===== src/utf8_winansi_text_checker_defines.svh =====
// Assertion macros used by the text checker decoder.
`ifndef UTF8_WINANSI_TEXT_CHECKER_DEFINES_SVH
`define UTF8_WINANSI_TEXT_CHECKER_DEFINES_SVH
`ifndef NO_ASSERTIONS
// Same-cycle implication, checked outside reset.
`define UWTC_ASSERT_NOW(label, clk, rst, ante, cons) \
   label: assert property (@(posedge clk) disable iff (rst) (ante) |-> (cons)) \
      else $error("uwtc assertion failed");
// Next-cycle implication, checked outside reset.
`define UWTC_ASSERT_NEXT(label, clk, rst, ante, cons) \
   label: assert property (@(posedge clk) disable iff (rst) (ante) |=> (cons)) \
      else $error("uwtc assertion failed");
`else
`define UWTC_ASSERT_NOW(label, clk, rst, ante, cons)
`define UWTC_ASSERT_NEXT(label, clk, rst, ante, cons)
`endif
`endif


===== src/uwtc_pkg.sv =====
// Types, constants and the WinAnsi membership function for the text checker.
package uwtc_pkg;

   // Byte that ends a text.
   localparam logic [7:0] TEXT_END = 8'h00;

   // Lead byte ranges.
   localparam logic [7:0] ASCII_LIMIT = 8'h80;
   localparam logic [7:0] LEAD2_LO    = 8'hc2;
   localparam logic [7:0] LEAD2_HI    = 8'hdf;
   localparam logic [7:0] LEAD3_LO    = 8'he0;
   localparam logic [7:0] LEAD3_HI    = 8'hef;

   // Continuation byte tag in the top two bits.
   localparam logic [1:0] CONT_TAG = 2'b10;

   // Code point limits.
   localparam logic [15:0] OVERLONG_LIMIT = 16'h0800;
   localparam logic [15:0] SURR_LO        = 16'hd800;
   localparam logic [15:0] SURR_HI        = 16'hdfff;

   // Continuation bytes still expected.
   localparam logic [1:0] PEND_NONE = 2'd0;
   localparam logic [1:0] PEND_ONE  = 2'd1;
   localparam logic [1:0] PEND_TWO  = 2'd2;

   // Width of the gathered code point bits before the last continuation byte.
   localparam int PARTIAL_W = 10;

   localparam int NUM_SPECIALS = 27;

   // Code points outside the plain ranges that WinAnsi still maps.
   localparam logic [15:0] WINANSI_SPECIALS [NUM_SPECIALS] = '{
      16'h20ac, 16'h201a, 16'h0192, 16'h201e, 16'h2026, 16'h2020, 16'h2021,
      16'h02c6, 16'h2030, 16'h0160, 16'h2039, 16'h0152, 16'h017d, 16'h2018,
      16'h2019, 16'h201c, 16'h201d, 16'h2022, 16'h2013, 16'h2014, 16'h02dc,
      16'h2122, 16'h0161, 16'h203a, 16'h0153, 16'h017e, 16'h0178
   };

   // One result beat handed from the decoder to the result register.
   typedef struct packed {
      logic push;
      logic ok;
   } uwtc_result_type;

   // True when the code point is printable ASCII, Latin-1 0xa0 to 0xff,
   // tab, LF, CR or one of the special code points.
   function automatic logic in_winansi(input logic [15:0] cp);
      logic hit;
      hit = ((cp >= 16'h0020) && (cp <= 16'h007e)) ||
            ((cp >= 16'h00a0) && (cp <= 16'h00ff)) ||
            (cp == 16'h0009) || (cp == 16'h000a) || (cp == 16'h000d);
      for (int k = 0; k < NUM_SPECIALS; k++) begin
         if (WINANSI_SPECIALS[k] == cp) begin
            hit = 1'b1;
         end
      end
      return hit;
   endfunction

endpackage


===== src/uwtc_decoder.sv =====
// UTF-8 sequence decoder and WinAnsi check with the per-text error latch.
`include "utf8_winansi_text_checker_defines.svh"

module uwtc_decoder (
   input  logic                      clock,
   input  logic                      reset,
   input  logic                      byte_vld,
   input  logic [7:0]                byte_val,
   input  logic                      out_space,
   output logic                      pop,
   output uwtc_pkg::uwtc_result_type result
);
   import uwtc_pkg::*;

   logic [1:0]           pending_ff;
   logic [1:0]           pending_in;
   logic [PARTIAL_W-1:0] partial_ff;
   logic [PARTIAL_W-1:0] partial_in;
   logic                 three_ff;
   logic                 three_in;
   logic                 error_ff;
   logic                 error_in;
   logic                 is_end;
   logic [15:0]          cp;

   // The end byte needs room in the result register; other bytes never wait.
   assign is_end = (byte_val == TEXT_END);
   assign pop    = byte_vld && (!is_end || out_space);

   // Code point with this byte appended as a continuation.
   assign cp = {partial_ff, byte_val[5:0]};

   // Next decoder state and result for the byte in the input register.
   always_comb begin
      pending_in  = pending_ff;
      partial_in  = partial_ff;
      three_in    = three_ff;
      error_in    = error_ff;
      result.push = 1'b0;
      result.ok   = 1'b0;
      if (pop) begin
         if (is_end) begin
            result.push = 1'b1;
            result.ok   = !error_ff && (pending_ff == PEND_NONE);
            pending_in  = PEND_NONE;
            partial_in  = '0;
            three_in    = 1'b0;
            error_in    = 1'b0;
         end else if (error_ff) begin
            pending_in = PEND_NONE;
            partial_in = '0;
            three_in   = 1'b0;
         end else if (pending_ff != PEND_NONE) begin
            if (byte_val[7:6] != CONT_TAG) begin
               error_in   = 1'b1;
               pending_in = PEND_NONE;
               partial_in = '0;
               three_in   = 1'b0;
            end else if (pending_ff == PEND_ONE) begin
               // Last continuation byte: check the finished code point.
               if ((three_ff && (cp < OVERLONG_LIMIT)) ||
                   ((cp >= SURR_LO) && (cp <= SURR_HI)) || !in_winansi(cp)) begin
                  error_in = 1'b1;
               end
               pending_in = PEND_NONE;
               partial_in = '0;
               three_in   = 1'b0;
            end else begin
               pending_in = pending_ff - 2'd1;
               partial_in = cp[PARTIAL_W-1:0];
            end
         end else if (byte_val < ASCII_LIMIT) begin
            if (!in_winansi({8'h00, byte_val})) begin
               error_in = 1'b1;
            end
         end else if ((byte_val >= LEAD2_LO) && (byte_val <= LEAD2_HI)) begin
            partial_in = {{(PARTIAL_W-5){1'b0}}, byte_val[4:0]};
            pending_in = PEND_ONE;
            three_in   = 1'b0;
         end else if ((byte_val >= LEAD3_LO) && (byte_val <= LEAD3_HI)) begin
            partial_in = {{(PARTIAL_W-4){1'b0}}, byte_val[3:0]};
            pending_in = PEND_TWO;
            three_in   = 1'b1;
         end else begin
            error_in = 1'b1;
         end
      end
   end

   // Control state of the current sequence and text.
   always_ff @(posedge clock) begin
      if (reset) begin
         pending_ff <= PEND_NONE;
         three_ff   <= 1'b0;
         error_ff   <= 1'b0;
      end else begin
         pending_ff <= pending_in;
         three_ff   <= three_in;
         error_ff   <= error_in;
      end
   end

   // Gathered code point bits.
   always_ff @(posedge clock) begin
      if (reset) begin
         partial_ff <= '0;
      end else begin
         partial_ff <= partial_in;
      end
   end

   // At most two continuation bytes are ever expected.
   `UWTC_ASSERT_NOW(a_pending_range, clock, reset, 1'b1, pending_ff != 2'd3)
   // A latched error always leaves no sequence open.
   `UWTC_ASSERT_NOW(a_error_no_seq, clock, reset, error_ff, pending_ff == PEND_NONE)
   // The end byte leaves the decoder fully cleared.
   `UWTC_ASSERT_NEXT(a_end_clears, clock, reset, pop && is_end,
                     (pending_ff == PEND_NONE) && !error_ff && !three_ff)

endmodule


===== config.mk =====
export PLATFORM = sky130hd
export DESIGN_NAME = uwtc_decoder
export DESIGN_NICKNAME = d
export VERILOG_FILES = /design/src/uwtc_pkg.sv /design/src/uwtc_decoder.sv
export VERILOG_INCLUDE_DIRS = /design/src /design/src/src
export SDC_FILE = /design/constraint.sdc
export NUM_CORES = 1
export LEC_CHECK = 0
export BUFFER_PORTS_ARGS = -buffer_cell sky130_fd_sc_hd__buf_2
export CORE_MARGIN = 4
export CORE_UTILIZATION = 40
export CTS_CLUSTER_DIAMETER = 60
export DETAILED_ROUTE_END_ITERATION = 6
export GPL_TIMING_DRIVEN = 0
export PLACE_DENSITY_LB_ADDON = 0.15
export SYNTH_ARGS = -nofsm -noshare
export SYNTH_HDL_FRONTEND = slang
export SYNTH_SLANG_ARGS = --single-unit

===== constraint.sdc =====
create_clock -name clock -period 2.4 [get_ports clock]
set_clock_uncertainty 0.05 [all_clocks]
set_input_delay 0.12 -clock clock [delete_from_list [all_inputs] [get_ports clock]]
set_output_delay 0.12 -clock clock [all_outputs]
set_load 0.005 [all_outputs]

; After elaboration in Yosys (flattened, before gate mapping)
; Cells that the tools add are included.
[word_totals]
reg_bits = 14
latch_bits = 0
ramBits = 0
mem_bits_ro = 0
input_bits = 12
out_inout_bits = 3
wordCells = 160
memories = 0
[op_classes]
n_addsub = 1
n_mul = 0
div_mod_pow = 0
order_cmp = 15
eq_ne = 37
shifts = 0
muxes = 74
bitwise_logic = 0
reduce_logical = 29
[op_table]
columns = op, n
row1 = $eq 14x16->1 const A, 17
row2 = $eq 9x16->1 const A, 8
row3 = $mux 10, 8
row4 = $mux 1, 56
row5 = $eq 16x4->1 const B, 3
row6 = $eq 10x16->1 const A, 2
row7 = $eq 8x4->1 const B, 3
row8 = $ge 8x8->1 const B, 3
row9 = $mux 2, 10
row10 = $ge 16x16->1 const B, 1
row11 = $ge 16x6->1 const B, 1
row12 = $ge 16x8->1 const B, 1
row13 = $le 16x16->1 const B, 1
row14 = $le 16x7->1 const B, 1
row15 = $le 16x8->1 const B, 1
row16 = $le 8x8->1 const B, 2
row17 = $lt 16x12->1 const B, 1
row18 = $logic_or 1x1->1, 11
row19 = $logic_and 1x1->1, 9
row20 = $ge 8x6->1 const B, 1
row21 = $le 8x7->1 const B, 1
row22 = $logic_not 8->1, 1
row23 = $lt 8x8->1 const B, 1
row24 = $ne 5x3->1 const B, 1
row25 = 10 further kinds, 12

; Depth between registers and ports, before layout
; Gate-level depths: netlist of run 1.
[logic_depth]
ltp_word = 47
mapped_depth = 8
mapped_depth_nobuf = 6

; Worst setup path after synthesis of run 1
; No wires, ideal clock.
[synth_path]
kind = input -> register
start = input port byte_val[4]
end = register partial_ff[5]
setup_ns = 0.132
arrival_ns = 1.800
required_time_ns = 2.218
path_slack_ns = 0.417
cell_stages = 7
path_buffers = 1
cell_sequence = or4_4 or4_1 o21ai_2 a31oi_1 buf_2 nand3_1 a21oi_1
[synth_between]
elab_chain_len = 7
word_cells_on_any_way = 19
classes_between = order compare: 5 / eq/ne: 1 / mux: 5 / reduce/logical: 8
[synth_rtl]
columns = item, line_no
row1 = from (decl), uwtc_decoder.sv:8  ; input logic [7:0] byte_val,
row2 = $ge 8x8->1 or $le 8x8->1 (tied branches), uwtc_decoder.sv:76  ; end else if ((byte_val >= LEAD2_LO) && (byte_val <= LEAD2_HI)) begin
row3 = $logic_and 1x1->1, uwtc_decoder.sv:76
row4 = $mux 10, uwtc_decoder.sv:76
row5 = $mux 10, uwtc_decoder.sv:72  ; end else if (byte_val < ASCII_LIMIT) begin
row6 = $mux 10, uwtc_decoder.sv:53  ; end else if (pending_ff != PEND_NONE) begin
row7 = $mux 10, uwtc_decoder.sv:49  ; end else if (error_ff) begin
row8 = $mux 10, uwtc_decoder.sv:42  ; if (is_end) begin
row9 = to (signal assigned), uwtc_decoder.sv:108  ; partial_ff <= partial_in;
row10 = to (decl), uwtc_decoder.sv:17  ; logic [PARTIAL_W-1:0] partial_ff;
; Several ways; a longest one is shown, not always the timed one. The select of a mux whose other input is x is not followed.
; A chain may end at the register's enable or synchronous reset.

; Worst setup path after layout of run 1
[layout_path]
start = register pending_ff[0]
end = register partial_ff[6]
[layout_between]
elab_chain_len = 6
word_cells_on_any_way = 10
classes_between = eq/ne: 2 / mux: 5 / reduce/logical: 3
[layout_rtl]
columns = item, line_no
row1 = from (decl), uwtc_decoder.sv:15  ; logic [1:0] pending_ff;
row2 = from (signal assigned), uwtc_decoder.sv:97  ; pending_ff <= pending_in;
row3 = $eq 2x1->1, uwtc_decoder.sv:59  ; end else if (pending_ff == PEND_ONE) begin
row4 = $mux 10, uwtc_decoder.sv:59
row5 = $mux 10, uwtc_decoder.sv:54  ; if (byte_val[7:6] != CONT_TAG) begin
row6 = $mux 10, uwtc_decoder.sv:53
row7 = $mux 10, uwtc_decoder.sv:49
row8 = $mux 10, uwtc_decoder.sv:42
; Several ways; a longest one is shown, not always the timed one.

==> metrics.yaml, run 1 <==
clk_latency_ps: 280
pin_count: 15
min_period_ps: 2270
root_buffer: "clkbuf_4"
arrival_ps: 2430
worstSetupEndpointType: "register"
core-area_um2: 2780
start_kind: "register"
first_pass_iters: 4
die-area_um2: 3850
ys_types: 44
reg2reg_depth: 7
final.period_utilization: 0.945
relSlewSlack: 0.553
cts-hold-fix-buffers: 0
grt_pass1_wl_um: 5160
hold_depth: 2
ys.flop_type: "dfxtp_1"
cts_tree: "yes"
antenna_found_initial: 0
reg2reg_slack_ps: 130
cts_buffers: 3
via_per_inst: 5.89
synthArstFlopShare: 0
worst-path-buf-inv: 2
antenna_cells: 0
worstPathRequired_ps: 2560
antenna_left: 0
nets: 190
fmax_mhz: 441
outcome: "finished clean"
wl_per_cell_um: 14.8
final_cell_mix: "nand2_1 (18), a21oi_1 (17), buf_2 (14), dfxtp_1 (14), nand3_1 (12)"
yosysWarningCount: 0
syn_inst: 158
clk_pin_slew_ps: 90
hold_class: "in -> reg"
htreeDepth: 1
hold_viol_final: 0
post_cts_buffers: 0
routed_wl_um: 3040
syn-cell-area_um2: 1170
tightestPinTransition_ps: 666
synth.net_count: 172
io_buffers: 13
ir_worst_vdd_mv: 0.331
grt_pass1_vias: 1097
dpl.hpwl_um: 2360
grtUsageTotal: 0.175
synth_edf_count: 0
final_cells: 206
rsz0062_at_grt: "false"
p_per_area_nw_per_um2: 470
final_common_cell: "nand2_1"
rr_endpoint: "partial_ff[6]"
die_h_um: 62.1
cts.sinks: 14
path_max_fanout: 10
worstSetupPathType: "reg -> reg"
grt_max_degree: 11
setup_viol: 0
cts.path.max_buffers: 2
gp_congestion: 0.808
cpMaxStageDelayCell: "nor3_1"
drive_gt1_frac: 0.154
path_delay_family: "simple AND/OR/NAND/NOR gates"
finalMaxSlewViolations: 0
synth-seq-cells: 14
initial_core_util: 0.421
rows: 19
final.fill_count: 298
r2r_start: "pending_ff[0]"
areaGrowthSynthToFinish_pct: 12.0
drcViolationCount: 0
power_leakage_nw: 0.429
worstHoldEndpoint: "partial_ff[8]"
seq_area_frac_synth: 0.240
avgSynthCellArea_um2: 7.40
cts_resized: 0
critical_path.cell_chain: "inv_1 > ha_1 > clkbuf_1 > or3_1 > nor3_1 > nand3_1 > a21oi_1"
fp.dieW_um: 62.1
grt_overflow: 0
fin_setup_tns_ps: 0
first_iter_violations: 90
dp_cells: 202
vias: 1213
maxCapViolCount: 0
min_from: "reset"
crit_path_max_incr_delay_ps: 530
==> metrics by stage <==
stage | hold slack (ps) | power, mW | worst slack, ps | cell area (µm²) | utilization
2_1_floorplan | 139 | 0.397 | 417 | 1170 | -
3_5_place_dp | 335 | 0.452 | 106 | 1270 | 0.458
6_report | 24.7 | 0.616 | 131 | 1310 | 0.471
4_1_cts | 34.3 | 0.618 | 135 | 1310 | 0.471
5_1_grt | 39.2 | 0.653 | 3.68 | 1310 | 0.471
3_3_place_gp | 318 | 0.446 | 135 | 1270 | 0.458
==> report_power, final <==
group,leakage [nW],internal [mW],switching [mW]
Combinational,0.295,0.0721,0.118
Sequential,0.114,0.246,0.0113
Clock,0.0210,0.0922,0.0765
Total,0.429,0.410,0.206
==> sequential cells by signal, indices dropped and copies added (netlist names) <==
name / flops
three_ff: 1
error_ff: 1
pending_ff: 2
partial_ff: 10
==> cell families after synthesis <==
kind of cell	count (synthesis)	synth area share
AO/OA/AOI/OAI	44	0.259
AND/OR/NAND/NOR	80	0.410
flip-flops	14	0.240
XOR/XNOR	2	0.0150
adder cells (fa/ha/maj)	2	0.0214
buffers and inverters	16	0.0556
==> cell usage after synthesis (2+ instances only) <==
cell	number	area share
o21a_1	3	0.019
o21ai_0	3	0.013
a41oi_1	2	0.015
nand3_1	12	0.051
nand3b_1	3	0.019
dfxtp_1	14	0.24
o211ai_1	2	0.013
xor2_1	2	0.015
or3_1	2	0.011
nor3b_1	4	0.026
and3b_1	3	0.022
nor2b_1	5	0.027
a221o_1	2	0.017
nand4_1	6	0.032
nor3_1	4	0.017
nand2b_1	3	0.016
o2111ai_1	2	0.015
a21oi_1	17	0.073
ha_1	2	0.021
clkbuf_1	11	0.035
or4_1	2	0.013
inv_1	3	0.0096
o31ai_1	4	0.026
a31oi_1	3	0.016
nor2_1	5	0.016
nand2_1	18	0.058
nor4_1	4	0.021
==> cell type report <==
cell class / instances / area, µm² / area share
well taps: 31 / 38.8 / 0.0296
multi-input cells: 128 / 825 / 0.629
inverters: 3 / 11.3 / 0.00860
clock buffers: 4 / 36.3 / 0.0277
plain buffers: 13 / 53.8 / 0.0411
repair buffers: 13 / 65.1 / 0.0497
flip-flops and latches: 14 / 280 / 0.214
==> how the worst max path moves through the flow <==
| stage | from | endpoint | slack [ps] | depth (start not counted) |
|---|---|---|---|---|
| 2_1_floorplan | byte_val[4] | partial_ff[5] | 420 | 7 |
| 3_3_place_gp | byte_val[4] | pending_ff[1] | 140 | 8 |
| 3_5_place_dp | byte_val[4] | pending_ff[1] | 110 | 8 |
| 4_1_cts | pending_ff[0] | partial_ff[6] | 140 | 7 |
| 5_1_grt | pending_ff[0] | partial_ff[5] | 4 | 7 |
| 6_report | pending_ff[0] | partial_ff[6] | 130 | 7 |
==> routing by layer <==
layer | share of wire | vias to the layer above | wire length (µm) | track usage
li1 | - | 635 | - | -
met2 | 0.45 | 15 | 1380 | 0.266
met4 | 0.0092 | 0 | 28 | 0.0455
met3 | 0.028 | 4 | 86 | 0.0124
met5 | 0 | - | 0 | 0
met1 | 0.51 | 559 | 1550 | 0.264
Note: power is estimated with default switching activity, not from simulation.
==> inputs of run 2 (changes only) <==
--- a/config.mk
+++ b/config.mk
@@ -14,3 +14,3 @@
 export GPL_TIMING_DRIVEN = 0
-export PLACE_DENSITY_LB_ADDON = 0.15
+export PLACE_DENSITY = 0.67
 export SYNTH_ARGS = -nofsm -noshare
--- a/constraint.sdc
+++ b/constraint.sdc
@@ -4,2 +4,2 @@
 set_output_delay 0.12 -clock clock [all_outputs]
-set_load 0.005 [all_outputs]
+set_load 0.02 [all_outputs]
==> run 2 against run 1 <==
Global-route usage fell by 0.94 points. Clock power fell by 23%. Total power fell by 6.3%. Sequential power barely moved. Cell area fell by 0.67%. Critical endpoint is now result[0]. Highest routed layer unchanged.
==> metrics.yaml, run 2 (synthesized netlist as in run 1, its figures left out) <==
outcome: "finished clean"
p_comb_frac: 0.327
initial_core_util: 0.421
rr_endpoint: "partial_ff[7]"
relSlewSlack: 0.566
antenna_found_initial: 0
reg2reg_slack_ps: 380
rows: 19
root_buffer: "clkbuf_4"
grtUsageTotal: 0.165
antenna_cells: 0
cpMaxStageDelayCell: "or4_4"
largest_register_ffs: 10
arrival_ps: 1990
cts_buffers: 3
grt_overflow: 0
cts.path.max_buffers: 2
worstSetupPathType: "in -> out"
fmax_mhz: 464
switching_power_uw: 201
reg2reg_depth: 7
worstPathRequired_ps: 2230
final.period_utilization: 0.899
vias: 1291
final_common_cell: "nand2_1"
path_common_cell: "buf_2"
maxCapViolCount: 0
hold_depth: 2
power.internal_uw: 376
path_max_fanout: 4
clk_pin_slew_ps: 80
die-area_um2: 3850
cts_tree: "yes"
grt_pass1_wl_um: 4820
pin_count: 15
dpl.hpwl_um: 2350
wl_per_cell_um: 14.8
areaGrowthSynthToFinish_pct: 11.2
min_period_ps: 2160
p_per_area_nw_per_um2: 444
htreeDepth: 1
io_buffers: 13
die_h_um: 62.1
clk_latency_ps: 280
worstSetupEndpointType: "output pin"
top_register: "partial_ff"
sw_frac_of_total: 0.348
post_cts_buffers: 0
first_iter_violations: 98
drive_gt1_frac: 0.155
routed_wl_um: 3030
tightestPinTransition_ps: 645
setup_viol: 0
reg.largest.list: "partial_ff (10), pending_ff (2)"
power_leakage_nw: 0.426
rsz0062_at_grt: "false"
final_cell_mix: "nand2_1 (18), a21oi_1 (17), buf_2 (14), dfxtp_1 (14), nand3_1 (12)"
crit_path_max_incr_delay_ps: 570
antenna_left: 0
ir_worst_vdd_mv: 0.384
postLayoutCoreUtil: 0.468
fp.dieW_um: 62.1
grt_pass1_vias: 1077
via_per_inst: 6.30
final.fill_count: 282
cts.sinks: 14
finalMaxSlewViolations: 0
r2r_start: "pending_ff[0]"
critical_path.cell_chain: "buf_2 > or4_4 > or4_1 > o21ai_2 > nor2_1 > and3b_1 > buf_2"
worstHoldEndpoint: "partial_ff[6]"
fin_setup_tns_ps: 0
nets: 190
power.clock.fraction: 0.226
pwr-share-seq: 0.446
drcViolationCount: 0
hold_class: "in -> reg"
gp_congestion: 0.861
core-area_um2: 2780
start_kind: "input pin"
first_pass_iters: 4
min_from: "reset"
hold_viol_final: 0
grt_max_degree: 11
[run 2: per-stage QoR]
| stage | cells | cell area [µm²] | setup slack [ps] | hold WS [ps] | power, mW |
|---|---|---|---|---|---|
| after detailed placement | 202 | 1270 | 108 | 328 | 0.449 |
| after CTS | 205 | 1300 | 122 | 27.2 | 0.577 |
| after global placement | 202 | 1270 | 142 | 317 | 0.445 |
| final | 205 | 1300 | 243 | 31.3 | 0.577 |
| after global routing | 205 | 1300 | 171 | 46.5 | 0.610 |
| after floorplan | 158 | 1170 | 356 | 139 | 0.398 |
[run 2: how the worst max path moves through the flow]
stage	from	end	cells after the start
3_5_place_dp	byte_val[4]	three_ff	7
6_report	byte_val[4]	result[0]	7
3_3_place_gp	byte_val[4]	three_ff	7
2_1_floorplan	byte_val[4]	result[0]	4
4_1_cts	pending_ff[0]	partial_ff[7]	7
5_1_grt	byte_val[4]	result[0]	7
[run 2: critical path, delay by kind of cell]
kind                   cells  cell delay, ps
AOI/OAI and AO/OA          1             230
buffers and inverters      2             260
and+or+nand+nor            4            1370
[run 2: power groups by stage]
stage	clock, mW	sequential [mW]	combinational (mW)
6_report	0.130	0.258	0.189
5_1_grt	0.139	0.259	0.212
4_1_cts	0.132	0.257	0.188
3_5_place_dp	0	0.262	0.187
3_3_place_gp	0	0.261	0.183
2_1_floorplan	0	0.259	0.139
[run 2: cell type report]
type                    instances  area [µm²]  area share
well taps                      31        38.8      0.0298
inverters                       3        11.3     0.00865
repair buffers                 13        65.1      0.0500
multi-input cells             128         830       0.637
clock buffers                   3        22.5      0.0173
plain buffers                  13        53.8      0.0413
flip-flops and latches         14         280       0.215
[run 2: per-layer routing]
metal	up-vias	track usage	routed length, µm
met5	-	0	0
met4	0	0.0636	45
met3	5	0.0124	176
met2	42	0.253	1380
met1	607	0.240	1430
li1	637	-	-
[run 2: repair_timing]
item                       4_1_cts  5_1_grt
resized for setup                0        1
hold buffers                     0        0
setup endpoints to repair        0        5
hold endpoints to repair         0        0
